**src/rtl/nmdf_pkg.sv**
```systemverilog
// ----------------------------------------------------------------------------
// nmdf_pkg
// Shared constants, command and status codes, and the result record of the
// downlink MAC PDU framer.
// ----------------------------------------------------------------------------
package nmdf_pkg;

    // PDU buffer geometry
    localparam int BUF_BYTES = 16384;
    localparam int ADDR_W    = $clog2(BUF_BYTES);
    localparam int OFS_W     = ADDR_W + 1;

    // Command codes
    localparam logic [2:0] FUNC_BEGIN  = 3'd0;
    localparam logic [2:0] FUNC_SDU    = 3'd1;
    localparam logic [2:0] FUNC_DATA   = 3'd2;
    localparam logic [2:0] FUNC_TA     = 3'd3;
    localparam logic [2:0] FUNC_CONRES = 3'd4;
    localparam logic [2:0] FUNC_FINISH = 3'd5;
    localparam logic [2:0] FUNC_READ   = 3'd6;

    // Status codes
    localparam logic [1:0] ST_OK       = 2'd0;
    localparam logic [1:0] ST_NOSPACE  = 2'd1;
    localparam logic [1:0] ST_OVERFLOW = 2'd2;
    localparam logic [1:0] ST_ORDER    = 2'd3;

    // Subheader LCIDs
    localparam logic [5:0] LCID_TA_CMD = 6'd61;
    localparam logic [5:0] LCID_CONRES = 6'd62;
    localparam logic [5:0] LCID_PAD    = 6'd63;

    // One finished result from the sequencer
    typedef struct packed {
        logic             valid;
        logic [1:0]       status;
        logic [16:0]      bytes_added;
        logic [OFS_W-1:0] fill_level;
        logic [7:0]       read_byte;
    } res_t;

endpackage

```
**src/rtl/nmdf_ctrl.sv**
```systemverilog
// ----------------------------------------------------------------------------
// nmdf_ctrl
// Command sequencer: checks each request against the PDU state, writes
// subheader, CE, payload and padding bytes into the buffer RAM one per cycle,
// and issues buffer reads.
// ----------------------------------------------------------------------------
module nmdf_ctrl (
    input  logic                        clk,
    input  logic                        rst_n,
    input  logic                        in_valid,
    output logic                        in_ready,
    input  logic                        out_free,
    input  logic [2:0]                  func,
    input  logic [5:0]                  chan_id,
    input  logic [15:0]                 length,
    input  logic [7:0]                  data_byte,
    input  logic [1:0]                  tag_id,
    input  logic [5:0]                  ta_value,
    input  logic [47:0]                 conres_id,
    input  logic [nmdf_pkg::ADDR_W-1:0] read_addr,
    output logic                        ram_wr_en,
    output logic [nmdf_pkg::ADDR_W-1:0] ram_wr_addr,
    output logic [7:0]                  ram_wr_data,
    output logic                        ram_rd_en,
    output logic [nmdf_pkg::ADDR_W-1:0] ram_rd_addr,
    input  logic [7:0]                  ram_rd_data,
    output nmdf_pkg::res_t              res
);

    localparam int OFS_W = nmdf_pkg::OFS_W;

    typedef enum logic [1:0] {
        S_IDLE,
        S_WRITE,
        S_FILL,
        S_RDATA
    } state_t;

    state_t           state_reg, state_next;
    logic [OFS_W-1:0] offset_reg, offset_next;
    logic [OFS_W-1:0] block_reg, block_next;
    logic [15:0]      left_reg, left_next;
    logic [55:0]      seq_bytes_reg, seq_bytes_next;
    logic [2:0]       seq_cnt_reg, seq_cnt_next;
    logic             pad_first_reg, pad_first_next;
    logic [1:0]       status_reg, status_next;
    logic [16:0]      added_reg, added_next;

    logic             accept;
    logic             hdr3;
    logic [17:0]      sdu_need;
    logic [17:0]      end_sdu;
    logic [17:0]      end_ta;
    logic [17:0]      end_conres;
    logic [17:0]      block_ext;
    logic [OFS_W-1:0] offset_inc;

    assign in_ready   = (state_reg == S_IDLE) && out_free;
    assign accept     = in_valid && in_ready;
    assign offset_inc = offset_reg + OFS_W'(1);

    // space checks for subheaders and CEs
    assign hdr3       = (length[15:8] != 8'd0);
    assign sdu_need   = 18'(length) + (hdr3 ? 18'd3 : 18'd2);
    assign block_ext  = 18'(block_reg);
    assign end_sdu    = 18'(offset_reg) + sdu_need;
    assign end_ta     = 18'(offset_reg) + 18'd2;
    assign end_conres = 18'(offset_reg) + 18'd7;

    // next state and buffer accesses
    always_comb
    begin
        state_next     = state_reg;
        offset_next    = offset_reg;
        block_next     = block_reg;
        left_next      = left_reg;
        seq_bytes_next = seq_bytes_reg;
        seq_cnt_next   = seq_cnt_reg;
        pad_first_next = pad_first_reg;
        status_next    = status_reg;
        added_next     = added_reg;
        ram_wr_en      = 1'b0;
        ram_wr_addr    = offset_reg[OFS_W-2:0];
        ram_wr_data    = 8'd0;
        ram_rd_en      = 1'b0;
        ram_rd_addr    = read_addr;
        res            = '0;

        unique case (state_reg)
            S_IDLE:
            begin
                if (accept)
                begin
                    // answers decided on acceptance report at once
                    res.valid       = 1'b1;
                    res.status      = nmdf_pkg::ST_OK;
                    res.bytes_added = 17'd0;
                    res.fill_level  = offset_reg;
                    unique case (func)
                        nmdf_pkg::FUNC_BEGIN:
                        begin
                            offset_next    = '0;
                            left_next      = 16'd0;
                            res.fill_level = '0;
                            if (17'(length) > 17'(nmdf_pkg::BUF_BYTES))
                            begin
                                block_next = OFS_W'(nmdf_pkg::BUF_BYTES);
                                res.status = nmdf_pkg::ST_NOSPACE;
                            end
                            else
                            begin
                                block_next = OFS_W'(length);
                            end
                        end
                        nmdf_pkg::FUNC_SDU:
                        begin
                            if (left_reg != 16'd0 || length == 16'd0)
                            begin
                                res.status = nmdf_pkg::ST_ORDER;
                            end
                            else if (end_sdu > block_ext)
                            begin
                                res.status = nmdf_pkg::ST_NOSPACE;
                            end
                            else
                            begin
                                res.valid    = 1'b0;
                                left_next    = length;
                                status_next  = nmdf_pkg::ST_OK;
                                added_next   = sdu_need[16:0];
                                state_next   = S_WRITE;
                                if (hdr3)
                                begin
                                    seq_bytes_next = {2'b01, chan_id, length, 32'd0};
                                    seq_cnt_next   = 3'd3;
                                end
                                else
                                begin
                                    seq_bytes_next = {2'b00, chan_id, length[7:0], 40'd0};
                                    seq_cnt_next   = 3'd2;
                                end
                            end
                        end
                        nmdf_pkg::FUNC_DATA:
                        begin
                            if (left_reg == 16'd0)
                            begin
                                res.status = nmdf_pkg::ST_ORDER;
                            end
                            else
                            begin
                                ram_wr_en       = 1'b1;
                                ram_wr_data     = data_byte;
                                offset_next     = offset_inc;
                                left_next       = left_reg - 16'd1;
                                res.bytes_added = 17'd1;
                                res.fill_level  = offset_inc;
                            end
                        end
                        nmdf_pkg::FUNC_TA:
                        begin
                            if (left_reg != 16'd0)
                            begin
                                res.status = nmdf_pkg::ST_ORDER;
                            end
                            else if (end_ta > block_ext)
                            begin
                                res.status = nmdf_pkg::ST_NOSPACE;
                            end
                            else
                            begin
                                res.valid      = 1'b0;
                                status_next    = nmdf_pkg::ST_OK;
                                added_next     = 17'd2;
                                seq_bytes_next = {2'b00, nmdf_pkg::LCID_TA_CMD,
                                                  tag_id, ta_value, 40'd0};
                                seq_cnt_next   = 3'd2;
                                state_next     = S_WRITE;
                            end
                        end
                        nmdf_pkg::FUNC_CONRES:
                        begin
                            if (left_reg != 16'd0)
                            begin
                                res.status = nmdf_pkg::ST_ORDER;
                            end
                            else if (end_conres > block_ext)
                            begin
                                res.status = nmdf_pkg::ST_NOSPACE;
                            end
                            else
                            begin
                                res.valid      = 1'b0;
                                status_next    = nmdf_pkg::ST_OK;
                                added_next     = 17'd7;
                                seq_bytes_next = {2'b00, nmdf_pkg::LCID_CONRES, conres_id};
                                seq_cnt_next   = 3'd7;
                                state_next     = S_WRITE;
                            end
                        end
                        nmdf_pkg::FUNC_FINISH:
                        begin
                            if (left_reg != 16'd0)
                            begin
                                res.status = nmdf_pkg::ST_ORDER;
                            end
                            else if (offset_reg > block_reg)
                            begin
                                res.status = nmdf_pkg::ST_OVERFLOW;
                            end
                            else if (offset_reg < block_reg)
                            begin
                                res.valid      = 1'b0;
                                status_next    = nmdf_pkg::ST_OK;
                                added_next     = 17'(block_reg - offset_reg);
                                pad_first_next = 1'b1;
                                state_next     = S_FILL;
                            end
                        end
                        nmdf_pkg::FUNC_READ:
                        begin
                            res.valid   = 1'b0;
                            ram_rd_en   = 1'b1;
                            status_next = nmdf_pkg::ST_OK;
                            added_next  = 17'd0;
                            state_next  = S_RDATA;
                        end
                        default:
                        begin
                            res.status = nmdf_pkg::ST_ORDER;
                        end
                    endcase
                end
            end
            S_WRITE:
            begin
                // subheader / CE bytes, most significant first
                ram_wr_en      = 1'b1;
                ram_wr_data    = seq_bytes_reg[55:48];
                offset_next    = offset_inc;
                seq_bytes_next = {seq_bytes_reg[47:0], 8'd0};
                seq_cnt_next   = seq_cnt_reg - 3'd1;
                if (seq_cnt_reg == 3'd1)
                begin
                    res.valid       = 1'b1;
                    res.status      = status_reg;
                    res.bytes_added = added_reg;
                    res.fill_level  = offset_inc;
                    state_next      = S_IDLE;
                end
            end
            S_FILL:
            begin
                // padding subheader, then zero fill to the block size
                ram_wr_en      = 1'b1;
                ram_wr_data    = pad_first_reg ? {2'b00, nmdf_pkg::LCID_PAD} : 8'd0;
                offset_next    = offset_inc;
                pad_first_next = 1'b0;
                if (offset_inc == block_reg)
                begin
                    res.valid       = 1'b1;
                    res.status      = status_reg;
                    res.bytes_added = added_reg;
                    res.fill_level  = offset_inc;
                    state_next      = S_IDLE;
                end
            end
            S_RDATA:
            begin
                res.valid       = 1'b1;
                res.status      = status_reg;
                res.bytes_added = added_reg;
                res.fill_level  = offset_reg;
                res.read_byte   = ram_rd_data;
                state_next      = S_IDLE;
            end
            default:
            begin
                state_next = S_IDLE;
            end
        endcase
    end

    // state and sequencer registers
    always_ff @(posedge clk or negedge rst_n)
    begin
        if (!rst_n)
        begin
            state_reg     <= S_IDLE;
            offset_reg    <= '0;
            block_reg     <= '0;
            left_reg      <= 16'd0;
            seq_bytes_reg <= 56'd0;
            seq_cnt_reg   <= 3'd0;
            pad_first_reg <= 1'b0;
            status_reg    <= nmdf_pkg::ST_OK;
            added_reg     <= 17'd0;
        end
        else
        begin
            state_reg     <= state_next;
            offset_reg    <= offset_next;
            block_reg     <= block_next;
            left_reg      <= left_next;
            seq_bytes_reg <= seq_bytes_next;
            seq_cnt_reg   <= seq_cnt_next;
            pad_first_reg <= pad_first_next;
            status_reg    <= status_next;
            added_reg     <= added_next;
        end
    end

endmodule

```
**config.mk**
```make
export PLATFORM = sky130hd
export DESIGN_NAME = nmdf_ctrl
export DESIGN_NICKNAME = d
export VERILOG_FILES = /design/src/rtl/nmdf_pkg.sv /design/src/rtl/nmdf_ctrl.sv
export SDC_FILE = /design/constraint.sdc
export NUM_CORES = 1
export LEC_CHECK = 0
export ABC_AREA = 1
export BUFFER_PORTS_ARGS = -buffer_cell sky130_fd_sc_hd__buf_4
export CAP_MARGIN = 10
export CORE_ASPECT_RATIO = 1.5
export CORE_MARGIN = 2
export CORE_UTILIZATION = 45
export DETAILED_ROUTE_END_ITERATION = 10
export HOLD_SLACK_MARGIN = 0.03
export PLACE_DENSITY = 0.62
export SLEW_MARGIN = 10
export SYNTH_ARGS = -nofsm -noshare
export SYNTH_HDL_FRONTEND = slang
export SYNTH_SLANG_ARGS = --single-unit
```
**constraint.sdc**
```tcl
create_clock -name clk -period 4.8 [get_ports clk]
set_clock_uncertainty 0.15 [all_clocks]
set_input_delay 0 -clock clk [delete_from_list [all_inputs] [get_ports clk]]
set_output_delay 0 -clock clk [all_outputs]
set_load 0.05 [all_outputs]
```
==> impl_metrics.ini <==
[sta]
max_slew_margin_pct = 32.4
final.setup.tns_ns = 0
worstMarginPinSlew_ns = 1.01
period_minus_slack_ns = 4.60
max_freq_mhz = 217
fin_crit_sh_pct = 95.9
hold_viol = 0
whs_ns = 0.0360
setup_viol = 0
finalMaxSlewViolations = 0

[placement]
gp_routability_congestion = 1.02
dp_hpwl_microns = 36800
port-buffer-count = 168

[logic_synthesis]
ys.flop_type = dfrtp_1
synth_edf_count = 0
ys_seq_elements = 125
synth_nets = 2075
ys_types = 49
synth_top_area_share_pct = 26.2
syn-cell-area_sq_um = 11900
synth_area_per_cell_sq_um = 6.40
synth_area_leaders = dfrtp_1, nand2_1, ha_1
synthCells = 1867
seq_area_frac_synth_pct = 26.2
synth_top_area_cell = dfrtp_1
synthArstFlopShare_pct = 100
ys_warn_count = 0

[routing]
drtIter0Drc = 982
drc = 0
drt_first_pass_iters = 6
vias = 13858
drt-wirelength-per-cell_microns = 19.3
drtAntennaViolNets = 0
wl_microns = 48300
vias_per_cell = 5.54

[clock_network]
tritoncts = built
clock_latency_ns = 0.45
numCtsBuffers = 17
cts-htree-levels = 4
cts.sinks = 125
cts_buffer_depth = 2
cts_root_buf = clkbuf_16
cts.clk_slew.worst_paths_ns = 0.06

[layout]
num_antenna_cells = 0
synthToLayoutAreaGrowth_pct = 32.0
layout_commonest_cell = nand2_1
final_cell_mix = nand2_1, buf_4, inv_1
drive_gt1_share_pct = 17.8
seq_area_sq_um = 3130
nFillCells = 2601
layout.nets = 2361
final_util_pct = 59.9
multiInputGateArea_sq_um = 7660
largest_reg_flops = 56

[worst_hold_path]
min_path_type = input port to async pin

[floorplan]
die_h_microns = 204
die-area_sq_um = 27900
initial_core_util_pct = 45.4
die_x_microns = 137
core.rowCount = 73
io_pins = 197
core_area_sq_um = 26300

[critical_path]
critPathMostFrequentCell = nand2_1
worstSetupEndpointType = output pin
crit_fanout = 4
crit_buf_inv = 8
worstSetupPathType = input port to output pin
cp_top_family = simple AND/OR/NAND/NOR gates
start_kind = input port
worstPathRequired_ns = 4.65
cpMaxStageDelayCell = nor4_4
slowest_delay_ns = 0.38
crit_arrival_ns = 4.45

[grt]
grt_use_total_pct = 34.9
grt-ovfl-total = 0
grt_pass1_vias = 13546
grt_pass1_wl_microns = 73600
antenna_found_initial = 0
grt_max_degree = 67

[outcome]
run_status = finished clean

[pwr]
total_power_mw = 8.24
clkPwrFrac_pct = 17.5
p_per_area_nw_per_um2 = 523
combPwrFrac_pct = 59.7
swShare_pct = 51.7
vdd_drop_max_mv = 0.312
p_leak_nw = 8.32
seqPwrFrac_pct = 22.8
internal_power_mw = 3.98
net-switching-power_mw = 4.26

[flow_run]
max-cap-violations = 0
[repair_timing]
action,4_1_cts,5_1_grt
endpoints found under the hold margin,141,0
setup buffers,0,11
resized for setup,5,53
pin swaps,0,25
hold buffers,84,0
endpoints found under the setup margin,2,43
[metal layers]
metal,vias to the layer above,share of wire [%],track usage (%)
met5,-,0,0
met4,0,9.6,30.0
met3,221,5.4,5.84
met2,566,49,59.1
met1,6434,36,36.9
li1,6637,-,-
[per-stage QoR]
stage / instance area, sq um / worst slack [ns] / cells
after floorplan: 11900 / 0.259 / 1867
after global routing: 15800 / -0.131 / 2503
after CTS: 15500 / 0.0397 / 2492
after detailed placement: 14000 / -0.345 / 2376
final: 15800 / 0.195 / 2503
after global placement: 14000 / -0.186 / 2376
[power groups by stage]
stage	clock (mW)	sequential [mW]	combinational, mW
2_1_floorplan	0	1.73	3.37
3_3_place_gp	0	1.87	4.65
3_5_place_dp	0	1.88	4.71
4_1_cts	1.44	1.86	4.82
5_1_grt	1.49	1.92	5.48
6_report	1.44	1.88	4.92
[kinds of logic (layout without fill, tap and decap cells)]
kind of cell	count (synthesis)	count (layout)	share of synthesized area, %
DFF	125	125	26.2
buffers and inverters	337	636	11.8
adders and majority gates	93	93	9.86
and+or+nand+nor	949	949	33.3
AOI/OAI and AO/OA	303	303	14.5
xor gates and xnor gates	60	60	4.40
[Yosys cell counts (9+ instances only)]
master	n
buf_1	9
dfrtp_1	125
clkbuf_1	44
xnor2_1	9
inv_1	225
nand4_1	22
o21ai_0	144
ha_1	91
nand2_1	559
a31oi_1	12
o21ai_1	18
nor3_1	18
nand3_1	190
buf_4	29
buf_2	12
xor2_1	51
nor2_1	132
a21oi_1	60
o211ai_1	24
[cell type report]
cell class                 count  share of cell area, %
clock buffer                  17                   2.70
timing repair buffer         364                   19.2
inverter                     240                   5.73
clock inverter                15                   1.26
sequential                   125                   19.8
multi-input combinational   1405                   48.6
tap                          337                   2.67
[final timing paths]
kind / cells after the start / start / slack (ns) / to
worst max-delay path: 30 / length[11] / 0.20 / res[42]
worst min-delay path: 2 / rst_n / 0.04 / left_reg[2]
worst max register to register: 20 / offset_reg[4] / 0.57 / seq_bytes_reg[49]
worst min register to register: 2 / seq_cnt_reg[1] / 0.32 / seq_cnt_reg[1]
max in group asynchronous: 3 / rst_n / 3.29 / added_reg[8]
min in group clk: 6 / conres_id[40] / 0.04 / seq_bytes_reg[40]
[worst reg2reg max path: cells and delay by family, from the launching register on]
family | cells | cell delay, ns
buffers and inverters | 2 | 0.49
XOR/XNOR | 1 | 0.15
AND/OR/NAND/NOR | 15 | 2.22
AO/OA/AOI/OAI | 1 | 0.15
adder cells (fa/ha/maj) | 1 | 0.30
flip-flops | 1 | 0.70
No activity file was read; power rests on OpenSTA's default activity.
